**config.mk**
```make
export PLATFORM = sky130hd
export DESIGN_NAME = ins_frame_deframer_unit
export DESIGN_NICKNAME = d
export VERILOG_FILES = /design/src/sv/ifd_pkg.sv /design/src/sv/ifd_payload_ram.sv /design/src/sv/ifd_field_asm.sv /design/src/sv/ins_frame_deframer_unit.sv
export SDC_FILE = /design/constraint.sdc
export NUM_CORES = 1
export LEC_CHECK = 0
export ABC_AREA = 0
export BUFFER_PORTS_ARGS = -buffer_cell sky130_fd_sc_hd__buf_2
export CAP_MARGIN = 0
export CORE_MARGIN = 3
export CORE_UTILIZATION = 45
export DETAILED_ROUTE_END_ITERATION = 10
export MAX_ROUTING_LAYER = met4
export SLEW_MARGIN = 40
export SYNTH_ARGS = -nofsm -noshare
export SYNTH_HDL_FRONTEND = slang
export SYNTH_HIERARCHICAL = 1
export SYNTH_SLANG_ARGS = --single-unit
```
**constraint.sdc**
```tcl
create_clock -name clk -period 4.05 [get_ports clk]
set_input_delay 0.81 -clock clk [delete_from_list [all_inputs] [get_ports clk]]
set_output_delay 0.81 -clock clk [all_outputs]
set_load 0.01 [all_outputs]
```
**src/sv/ifd_pkg.sv**
```systemverilog
// Shared types, constants and field layout helpers for the frame deframer.
// No dependencies; every other file of the block imports this package.
package ifd_pkg;

  // Frame framing constants.
  localparam logic [7:0] PRE1_BYTE = 8'hFB;
  localparam logic [7:0] PRE2_BYTE = 8'hFC;
  localparam logic [7:0] END1_BYTE = 8'hA1;
  localparam logic [7:0] END2_BYTE = 8'hA2;

  localparam int PAYLOAD_LEN = 63;
  localparam int ADDR_W      = 6;
  localparam int FIELD_COUNT = 29;
  localparam int FIDX_W      = 5;

  localparam logic [ADDR_W-1:0] LAST_ADDR  = ADDR_W'(PAYLOAD_LEN - 1);
  localparam logic [FIDX_W-1:0] LAST_FIELD = FIDX_W'(FIELD_COUNT - 1);

  // Parser and emission sequencer states.
  typedef enum logic [3:0] {
    PH_HUNT1,
    PH_HUNT2,
    PH_DATA,
    PH_SUM,
    PH_END1,
    PH_END2,
    PH_EMIT_RD,
    PH_EMIT_ACC,
    PH_EMIT_OUT
  } phase_t;

  // Kind of a decoded field.
  typedef enum logic [1:0] {
    FK_BYTE,
    FK_S16,
    FK_U32
  } fkind_t;

  // Control from the sequencer to the field assembler.
  typedef struct packed {
    logic              shift;
    logic              load;
    fkind_t            kind;
    logic [FIDX_W-1:0] index;
    logic              last;
  } asm_ctrl_t;

  // Field kind by position in the frame layout.
  function automatic fkind_t field_kind(input logic [FIDX_W-1:0] idx);
    fkind_t k;
    k = FK_BYTE;
    if (idx inside {5'd1, [5'd14:5'd16]}) begin
      k = FK_U32;
    end else if (idx inside {[5'd2:5'd13], [5'd17:5'd26]}) begin
      k = FK_S16;
    end
    return k;
  endfunction

  // Number of payload bytes in a field.
  function automatic logic [2:0] field_len(input logic [FIDX_W-1:0] idx);
    logic [2:0] n;
    case (field_kind(idx))
      FK_U32:  n = 3'd4;
      FK_S16:  n = 3'd2;
      default: n = 3'd1;
    endcase
    return n;
  endfunction

endpackage

```
**src/sv/ifd_payload_ram.sv**
```systemverilog
// Payload store of the frame deframer: 63 bytes, one write and one read port.
// Depends on ifd_pkg for the depth and address width.
module ifd_payload_ram (
  input  logic                       clk,
  input  logic                       we,
  input  logic [ifd_pkg::ADDR_W-1:0] waddr,
  input  logic [7:0]                 wdata,
  input  logic [ifd_pkg::ADDR_W-1:0] raddr,
  output logic [7:0]                 rdata
);
  import ifd_pkg::*;

  logic [7:0] mem [PAYLOAD_LEN];

  // Write port.
  always_ff @(posedge clk) begin
    if (we) begin
      mem[waddr] <= wdata;
    end
  end

  // Registered read port.
  always_ff @(posedge clk) begin
    rdata <= mem[raddr];
  end

endmodule

```
**src/sv/ifd_field_asm.sv**
```systemverilog
// Field assembler: shifts payload bytes into an accumulator, then formats
// and holds one output beat. Depends on ifd_pkg for the control struct.
module ifd_field_asm (
  input  logic                       clk,
  input  logic                       rst,
  input  ifd_pkg::asm_ctrl_t         ctrl,
  input  logic [7:0]                 rd_byte,
  input  logic                       out_ready,
  output logic                       out_valid,
  output logic [ifd_pkg::FIDX_W-1:0] field_index,
  output logic signed [31:0]         field_value,
  output logic                       last_field
);
  import ifd_pkg::*;

  logic [31:0] acc;
  logic [31:0] acc_next;
  logic [31:0] fmt;

  // Big-endian accumulation of one byte per step.
  assign acc_next = {acc[23:0], rd_byte};

  // Width selection and sign extension of the finished field.
  always_comb begin
    case (ctrl.kind)
      FK_U32:  fmt = acc_next;
      FK_S16:  fmt = {{16{acc_next[15]}}, acc_next[15:0]};
      default: fmt = {24'd0, acc_next[7:0]};
    endcase
  end

  always_ff @(posedge clk) begin
    if (ctrl.shift) begin
      acc <= acc_next;
    end
  end

  // Output register.
  always_ff @(posedge clk) begin
    if (rst) begin
      out_valid <= 1'b0;
    end else if (ctrl.load) begin
      out_valid <= 1'b1;
    end else if (out_ready) begin
      out_valid <= 1'b0;
    end
  end

  always_ff @(posedge clk) begin
    if (ctrl.load) begin
      field_index <= ctrl.index;
      field_value <= fmt;
      last_field  <= ctrl.last;
    end
  end

endmodule

```
**src/sv/ins_frame_deframer_unit.sv**
```systemverilog
// Frame deframer top level: byte parser, payload store and field emission.
// out_valid for a frame's first field rises once its 0xA2 beat is accepted and the
// sequencer has passed PH_EMIT_RD and PH_EMIT_ACC. Throughput: one input beat per cycle
// while parsing; after a valid frame the input stalls for the 63 store reads through the
// shared assembler and for one output beat per field, 29 in all.
// Reset: synchronous, returns the parser to the preamble hunt; no store clearing.
module ins_frame_deframer_unit (
  input  logic                       clk,
  input  logic                       rst,
  input  logic                       in_valid,
  output logic                       in_ready,
  input  logic [7:0]                 rx_byte,
  output logic                       out_valid,
  input  logic                       out_ready,
  output logic [ifd_pkg::FIDX_W-1:0] field_index,
  output logic signed [31:0]         field_value,
  output logic                       last_field
);
  import ifd_pkg::*;

  phase_t            state;
  phase_t            state_next;
  logic [ADDR_W-1:0] count;
  logic [7:0]        sum;
  logic [FIDX_W-1:0] fidx;
  logic [2:0]        bleft;
  logic [ADDR_W-1:0] raddr;

  logic              in_fire;
  logic              out_fire;
  logic              mem_we;
  logic [7:0]        rd_byte;
  asm_ctrl_t         ctrl;

  assign in_fire  = in_valid && in_ready;
  assign out_fire = out_valid && out_ready;

  // Next-state logic.
  always_comb begin
    state_next = state;
    case (state)
      PH_HUNT1: begin
        if (in_fire) state_next = (rx_byte == PRE1_BYTE) ? PH_HUNT2 : PH_HUNT1;
      end
      PH_HUNT2: begin
        if (in_fire) state_next = (rx_byte == PRE2_BYTE) ? PH_DATA : PH_HUNT1;
      end
      PH_DATA: begin
        if (in_fire && count == LAST_ADDR) state_next = PH_SUM;
      end
      PH_SUM: begin
        if (in_fire) state_next = (rx_byte == sum) ? PH_END1 : PH_HUNT1;
      end
      PH_END1: begin
        if (in_fire) state_next = (rx_byte == END1_BYTE) ? PH_END2 : PH_HUNT1;
      end
      PH_END2: begin
        if (in_fire) state_next = (rx_byte == END2_BYTE) ? PH_EMIT_RD : PH_HUNT1;
      end
      PH_EMIT_RD: begin
        state_next = PH_EMIT_ACC;
      end
      PH_EMIT_ACC: begin
        state_next = (bleft == 3'd1) ? PH_EMIT_OUT : PH_EMIT_RD;
      end
      PH_EMIT_OUT: begin
        if (out_fire) state_next = (fidx == LAST_FIELD) ? PH_HUNT1 : PH_EMIT_RD;
      end
      default: begin
        state_next = PH_HUNT1;
      end
    endcase
  end

  // Output and control logic.
  always_comb begin
    in_ready   = 1'b0;
    mem_we     = 1'b0;
    ctrl.shift = 1'b0;
    ctrl.load  = 1'b0;
    ctrl.kind  = field_kind(fidx);
    ctrl.index = fidx;
    ctrl.last  = (fidx == LAST_FIELD);
    case (state)
      PH_HUNT1, PH_HUNT2, PH_SUM, PH_END1, PH_END2: begin
        in_ready = 1'b1;
      end
      PH_DATA: begin
        in_ready = 1'b1;
        mem_we   = in_fire;
      end
      PH_EMIT_ACC: begin
        ctrl.shift = 1'b1;
        ctrl.load  = (bleft == 3'd1);
      end
      default: begin
        in_ready = 1'b0;
      end
    endcase
  end

  always_ff @(posedge clk) begin
    if (rst) begin
      state <= PH_HUNT1;
    end else begin
      state <= state_next;
    end
  end

  // Payload counter and running checksum.
  always_ff @(posedge clk) begin
    if (rst) begin
      count <= '0;
      sum   <= '0;
    end else if (in_fire) begin
      case (state)
        PH_HUNT2: begin
          if (rx_byte == PRE2_BYTE) begin
            count <= '0;
            sum   <= '0;
          end
        end
        PH_DATA: begin
          sum   <= sum + rx_byte;
          count <= (count == LAST_ADDR) ? '0 : count + 1'b1;
        end
        PH_SUM: begin
          if (rx_byte != sum) sum <= '0;
        end
        PH_END1: begin
          if (rx_byte != END1_BYTE) sum <= '0;
        end
        PH_END2: begin
          if (rx_byte != END2_BYTE) sum <= '0;
        end
        default: begin
          sum <= sum;
        end
      endcase
    end
  end

  // Emission sequencer: field index, bytes left in the field, read address.
  always_ff @(posedge clk) begin
    if (rst) begin
      fidx  <= '0;
      bleft <= '0;
      raddr <= '0;
    end else if (state == PH_END2 && in_fire && rx_byte == END2_BYTE) begin
      fidx  <= '0;
      bleft <= field_len('0);
      raddr <= '0;
    end else if (state == PH_EMIT_ACC) begin
      bleft <= bleft - 3'd1;
      raddr <= (raddr == LAST_ADDR) ? '0 : raddr + 1'b1;
    end else if (state == PH_EMIT_OUT && out_fire && fidx != LAST_FIELD) begin
      fidx  <= fidx + 1'b1;
      bleft <= field_len(fidx + 1'b1);
    end
  end

  ifd_payload_ram u_ram (
    .clk   (clk),
    .we    (mem_we),
    .waddr (count),
    .wdata (rx_byte),
    .raddr (raddr),
    .rdata (rd_byte)
  );

  ifd_field_asm u_asm (
    .clk         (clk),
    .rst         (rst),
    .ctrl        (ctrl),
    .rd_byte     (rd_byte),
    .out_ready   (out_ready),
    .out_valid   (out_valid),
    .field_index (field_index),
    .field_value (field_value),
    .last_field  (last_field)
  );

endmodule

```
# Word level (Yosys, flattened, before mapping)
# Memories as Yosys holds them, arrays and structs flattened. A register that Yosys moved wholly into a read port is not among the register bits.
# Index checks and enable logic that the tools add are counted.
[totals]
regBits = 95
ram_bits = 504
n_memories = 1
[op_classes]
addsub = 5
n_lt_le_gt_ge = 12
n_eq_ne = 38
n_mux = 44
n_bitwise = 1
reduce_logical = 29
[memory_table]
columns = ["memory", "words", "word_bits", "read_ports", "rd_clocked_by_memory_dff", "write_ports", "line_no", "source"]
rows = [
  ["u_ram.mem", 63, 8, 1, 1, 1, "ifd_payload_ram.sv:13", "logic [7:0] mem [PAYLOAD_LEN];"],
]
[op_table]
columns = ["op", "count"]
rows = [
  ["$pmux W32 S2", 1],
  ["$pmux W8 S5", 1],
  ["$pmux W4 S9", 1],
  ["$eq A8 B8 Y1 const B", 4],
  ["$mux W4", 8],
  ["$mux W8", 4],
  ["$ne A2 B2 Y1 const B", 11],
  ["$le A5 B5 Y1 const B", 4],
  ["$mux W3", 6],
  ["$mux W6", 3],
  ["$eq A4 B3 Y1 const B", 4],
  ["$mux W2", 8],
  ["$ne A8 B8 Y1 const B", 2],
  ["$reduce_bool A2 Y1", 7],
  ["$logic_and A1 B1 Y1", 13],
  ["$add A6 B1 Y6 const B", 2],
  ["$eq A6 B6 Y1 const B", 2],
  ["$pmux W6 S2", 1],
  ["$eq A5 B1 Y1 const B", 2],
  ["$ge A5 B2 Y1 const B", 2],
  ["$ge A5 B4 Y1 const B", 2],
  ["$ge A5 B5 Y1 const B", 2],
  ["$le A5 B4 Y1 const B", 2],
  ["$mux W1", 10],
  ["24 further kinds", 27],
]

# Longest topological paths before layout
[logic_depth]
word_depth = 15
ltp_mapped = 13
ltp_nobuf = 10

# Hierarchy
# The synthesis kept the hierarchy.
[by_module_without_submodules]
columns = ["module", "n_inst", "cells_each", "area_each_um2"]
rows = [
  ["ifd_payload_ram", 1, 949, 19806.5],
  ["ins_frame_deframer_unit", 1, 307, 2432.3],
  ["ifd_field_asm", 1, 117, 2192.1],
]

# Worst setup path before layout
# Ideal clock, no wire load.
[synth_path]
path_kind = "flip-flop to flip-flop"
start = "register state[1]"
end = "register u_asm/field_index[0] (netlist bit), enable pin"
setup_ns = 0.493
arrival_time_ns = 3.842
required_time_ns = 3.557
path_slack_ns = -0.286
path_stages_with_launch = 4
n_path_buf = 1
synth_period_minus_slack_ns = 4.336
cell_sequence = "dfxtp_1 -> clkbuf_1 -> nand4_1 -> nor3b_1"
[synth_rtl]
columns = ["item", "line_no", "source"]
rows = [
  ["from (decl)", "ins_frame_deframer_unit.sv:21", "phase_t state;"],
  ["from (signal assigned)", "ins_frame_deframer_unit.sv:106", "state <= state_next;"],
  ["to (signal assigned)", "ifd_field_asm.sv:51", "field_index <= ctrl.index;"],
  ["to (decl)", "ifd_field_asm.sv:10", "output logic [ifd_pkg::FIDX_W-1:0] field_index,"],
]

# Final worst setup path
[layout_path]
start = "register state[2]"
end = "memory u_ram.mem[40][6], enable pin"
[layout_between]
elab_chain_len = 7
elab_cells_between_ends = 12
classes_between = "eq/ne (5); mux (4); reduce/logical (3)"
[layout_rtl]
columns = ["item", "line_no", "source"]
rows = [
  ["$eq A4 B3 Y1, or another cell as far along", "ins_frame_deframer_unit.sv:84", "case (state)"],
  ["$reduce_or A6 Y1 (no line)", "--", ""],
  ["$mux W1", "ins_frame_deframer_unit.sv:84", ""],
  ["$logic_and A1 B1 Y1", "ins_frame_deframer_unit.sv:35", "assign in_fire = in_valid && in_ready;"],
  ["$mux W1 *", "ins_frame_deframer_unit.sv:84", ""],
  ["net mem_we", "ins_frame_deframer_unit.sv:31", "logic mem_we;"],
  ["$mux W1 *", "ifd_payload_ram.sv:17", "if (we) begin"],
  ["$mux W1 (not written as such) *", "ifd_payload_ram.sv:18", "mem[waddr] <= wdata;"],
  ["to (decl)", "ifd_payload_ram.sv:13", ""],
]
# The timed path passes the listed nets; every way through them passes the cells marked *.

==> results.py <==
metrics = {
    "worst_hold_path": {
        "hold_class": "register to register",
        "whs_path_depth": 0,
    },
    "route": {
        "drc": 0,
        "avgViaCountPerCell": 5.951,
        "drt_wl_total_mm": 58.89,
        "vias": 13180,
        "ant_nets": 0,
        "wl_per_cell_microns": 26.60,
        "drt_iter0_markers": 1563,
        "drt-pass1-iter-count": 5,
    },
    "timing": {
        "rsz0062_at_grt": "false",
        "max_clock_freq_ghz": 0.3289,
        "tightest_slew_ps": 885.2,
        "slew_violations": 0,
        "setup_tns_ps": 0,
        "finalSetupViolations": 0,
        "post-route-period-util": 0.7507,
        "fin_crit_ps": 3040,
        "finalClockSkew_ps": 17.50,
        "slew_headroom": 0.4091,
        "final-hold-violation-count": 0,
    },
    "die": {
        "die_x_microns": 239.0,
        "die_area_sq_um": 57120,
        "rows": 84,
        "die_y_microns": 239.0,
        "ioPinCount": 52,
        "core-area_sq_um": 53180,
        "start_util": 0.4594,
    },
    "run": {
        "maxCapViolations": 0,
    },
    "cells_and_area": {
        "fillerInstances": 4175,
        "drive_gt1_frac": 0.2302,
        "area_growth_pct": 13.49,
        "final_net_count": 1507,
    },
    "power": {
        "p_per_area_nw_per_um2": 458.5,
        "power_frac_seq": 0.538,
        "power_uw": 12710,
        "irDropWorstVdd_uv": 328.6,
        "p_switching_uw": 2478,
        "p_int_uw": 10230,
        "clkPwrFrac": 0.450,
        "power.leakage_uw": 0.008513,
        "p_sw_frac": 0.1949,
        "pwr-share-comb": 0.012,
    },
    "placed_design": {
        "hpwl_mm": 37.25,
        "gp_congestion": 0.8526,
        "io_buffers": 51,
    },
    "global_routing": {
        "grt_pass1_wl_mm": 87.44,
        "antenna_found_initial": 5,
        "grt_max_degree": 64,
        "grt_overflow": 0,
        "grt_usage": 0.2150,
        "grt_pass1_vias": 13040,
    },
    "logic_synthesis": {
        "synth.area.top_cells": "edfxtp_1 70%, mux4_2 11%, dfxtp_1 3.4%",
        "synth_warnings": 6,
        "syn_avg_cell_area_sq_um": 17.79,
        "synth_most_common_cell": "edfxtp_1",
        "ys.flop_type": "edfxtp_1",
        "syn-instance-count": 1373,
        "syn-cell-area_sq_um": 24430,
        "ys_ff_latch": 607,
        "netlist_top_cells_count": "566 x edfxtp_1, 115 x mux4_2, 100 x nor2_1",
        "synthesis.nets": 1406,
        "ys_seq_area_frac": 0.7293,
        "ys_types": 75,
        "yosys.area.top_type": "edfxtp_1",
        "synthArstFlopShare": 0,
        "yosysTopAreaCellShare": 0.6957,
        "synth_edf_count": 566,
    },
    "clock_tree": {
        "cts_max_level": 2,
        "clock_sinks": 607,
        "worstSkewPairLatency_ps": 620,
        "clk_pin_slew_worst_paths_ps": 60,
        "ctsHoldBuffers": 0,
        "cts_max_path_buffers": 3,
        "cts_root_buffer": "clkbuf_16",
        "cts_setup_buffers": 0,
        "cts_resized": 0,
        "cts_tree": "done",
        "cts_buffers": 60,
    },
    "worst_setup_path": {
        "required_ps": 4290,
        "critPathArrivalTime_ps": 3280,
        "start_kind": "register",
        "rr_worst_depth": 7,
        "crit_type": "register to register",
        "crit_fanout": 11,
        "worst_setup_path_end_kind": "register",
    },
    "outcome": {
        "outcome": "finished, final reports clean",
    },
}
## logic make-up after synthesis
logic type      after synthesis  synth area share
simple gates                309           0.06305
mux                         149            0.1202
buf+inv                      89           0.01890
xor+xnor                     19          0.006811
fa+ha+maj                    21           0.01106
compound gates              179           0.05065
flops                       607            0.7293
## power by group through the flow
stage / logic [uW] / clock network [uW] / registers, uW
after floorplan: 22.5 / 0 / 6970
after CTS: 157 / 5830 / 6830
after global placement: 156 / 0 / 6970
after global routing: 165 / 6100 / 6830
final: 153 / 5730 / 6830
after detailed placement: 158 / 0 / 6970
## metal layers
metal | share of wire | vias up | GRT usage | wire, microns
met3 | 0.071 | 103 | 0.03288 | 4207
met1 | 0.43 | 6782 | 0.3083 | 25510
li1 | - | 5718 | - | -
met4 | 0.026 | 0 | 0.05864 | 1536
met2 | 0.47 | 572 | 0.3253 | 27630
met5 | 0 | - | - | 0
## final timing paths
path	endpoint	start	slack, ps
worst max-delay path	u_ram/mem[40][6]	state[2]	1010
worst max register to register	u_ram/mem[40][6]	state[2]	1010
worst min register to register	u_asm/acc[2]	u_ram/rdata[2]	430
worst min-delay path	u_asm/acc[2]	u_ram/rdata[2]	430
## through the flow
stage               hold slack [ps]  area [sq um]    util  setup slack, ps  cells
finish                        431.4         27730  0.5214             1010   2214
global route                  442.8         27730  0.5213            796.6   2213
CTS                           433.8         27720  0.5213             1012   2213
detailed placement            419.0         25670  0.4826            664.6   2100
global placement              408.5         25660  0.4826            752.6   2100
floorplan                     403.7         24440       -             1086   1373
## critical path, cell delays in order (launching register included)
cell	delay, ps
dfxtp_1	410
nor2_1	190
and2_0	310
nand2_1	210
clkinv_1	170
nor2b_1	260
nand2_1	420
nor2_1	690
## registers in the layout, indices dropped and copies added (netlist names)
name               count
bleft                  3
u_asm/last_field       1
u_ram/mem            504
fidx                   5
u_asm/out_valid        1
u_asm/acc             24
state                  4
raddr                  6
u_asm/field_value     32
u_asm/field_index      5
u_ram/rdata            8
count                  6
sum                    8
## layout make-up
| cell class | count | area (sq um) | share of cell area |
|---|---|---|---|
| flip-flops and latches | 607 | 17830 | 0.6430 |
| multi-input cells | 677 | 6168 | 0.2225 |
| clock buffers | 77 | 1645 | 0.05934 |
| well taps | 688 | 860.8 | 0.03105 |
| repair buffers | 109 | 740.7 | 0.02671 |
| clock inverters | 36 | 410.4 | 0.01480 |
| inverters | 19 | 71.32 | 0.002572 |
| diodes | 1 | 2.502 | 0.00009025 |
## cells in the final DEF, fill, tap and decap left out, types with 6 or more instances in the layout
cell type  netlist  routed
xor2_1          11      11
nor3_1          14      14
clkbuf_8         0       8
mux2_2           6       6
nand3_1         24      24
nor2_1         100      99
nor2b_1         15      14
nand2_1         71      71
o22ai_1          8       8
inv_1           18      18
xnor2_1          8       8
buf_2           12      51
bufinv_16        0       8
a21oi_1         50      50
dfxtp_1         41      38
ha_1            20      20
a31oi_1          6       6
a211oi_1         6       6
o21ai_0         24      24
clkinv_2         0      11
clkbuf_16        0      60
mux2i_1         28      28
edfxtp_1       566     566
clkinv_1         1       8
o211ai_1         9       9
and2_1          14      14
mux4_2         115     115
buf_4            7      54
clkbuf_1        39       9
a22o_1          13      13
a22oi_1         16      16
nand4_1         13      13
nand2b_1        10      10
nand3b_1         9       9
Note: power is estimated with default switching activity, not from simulation.
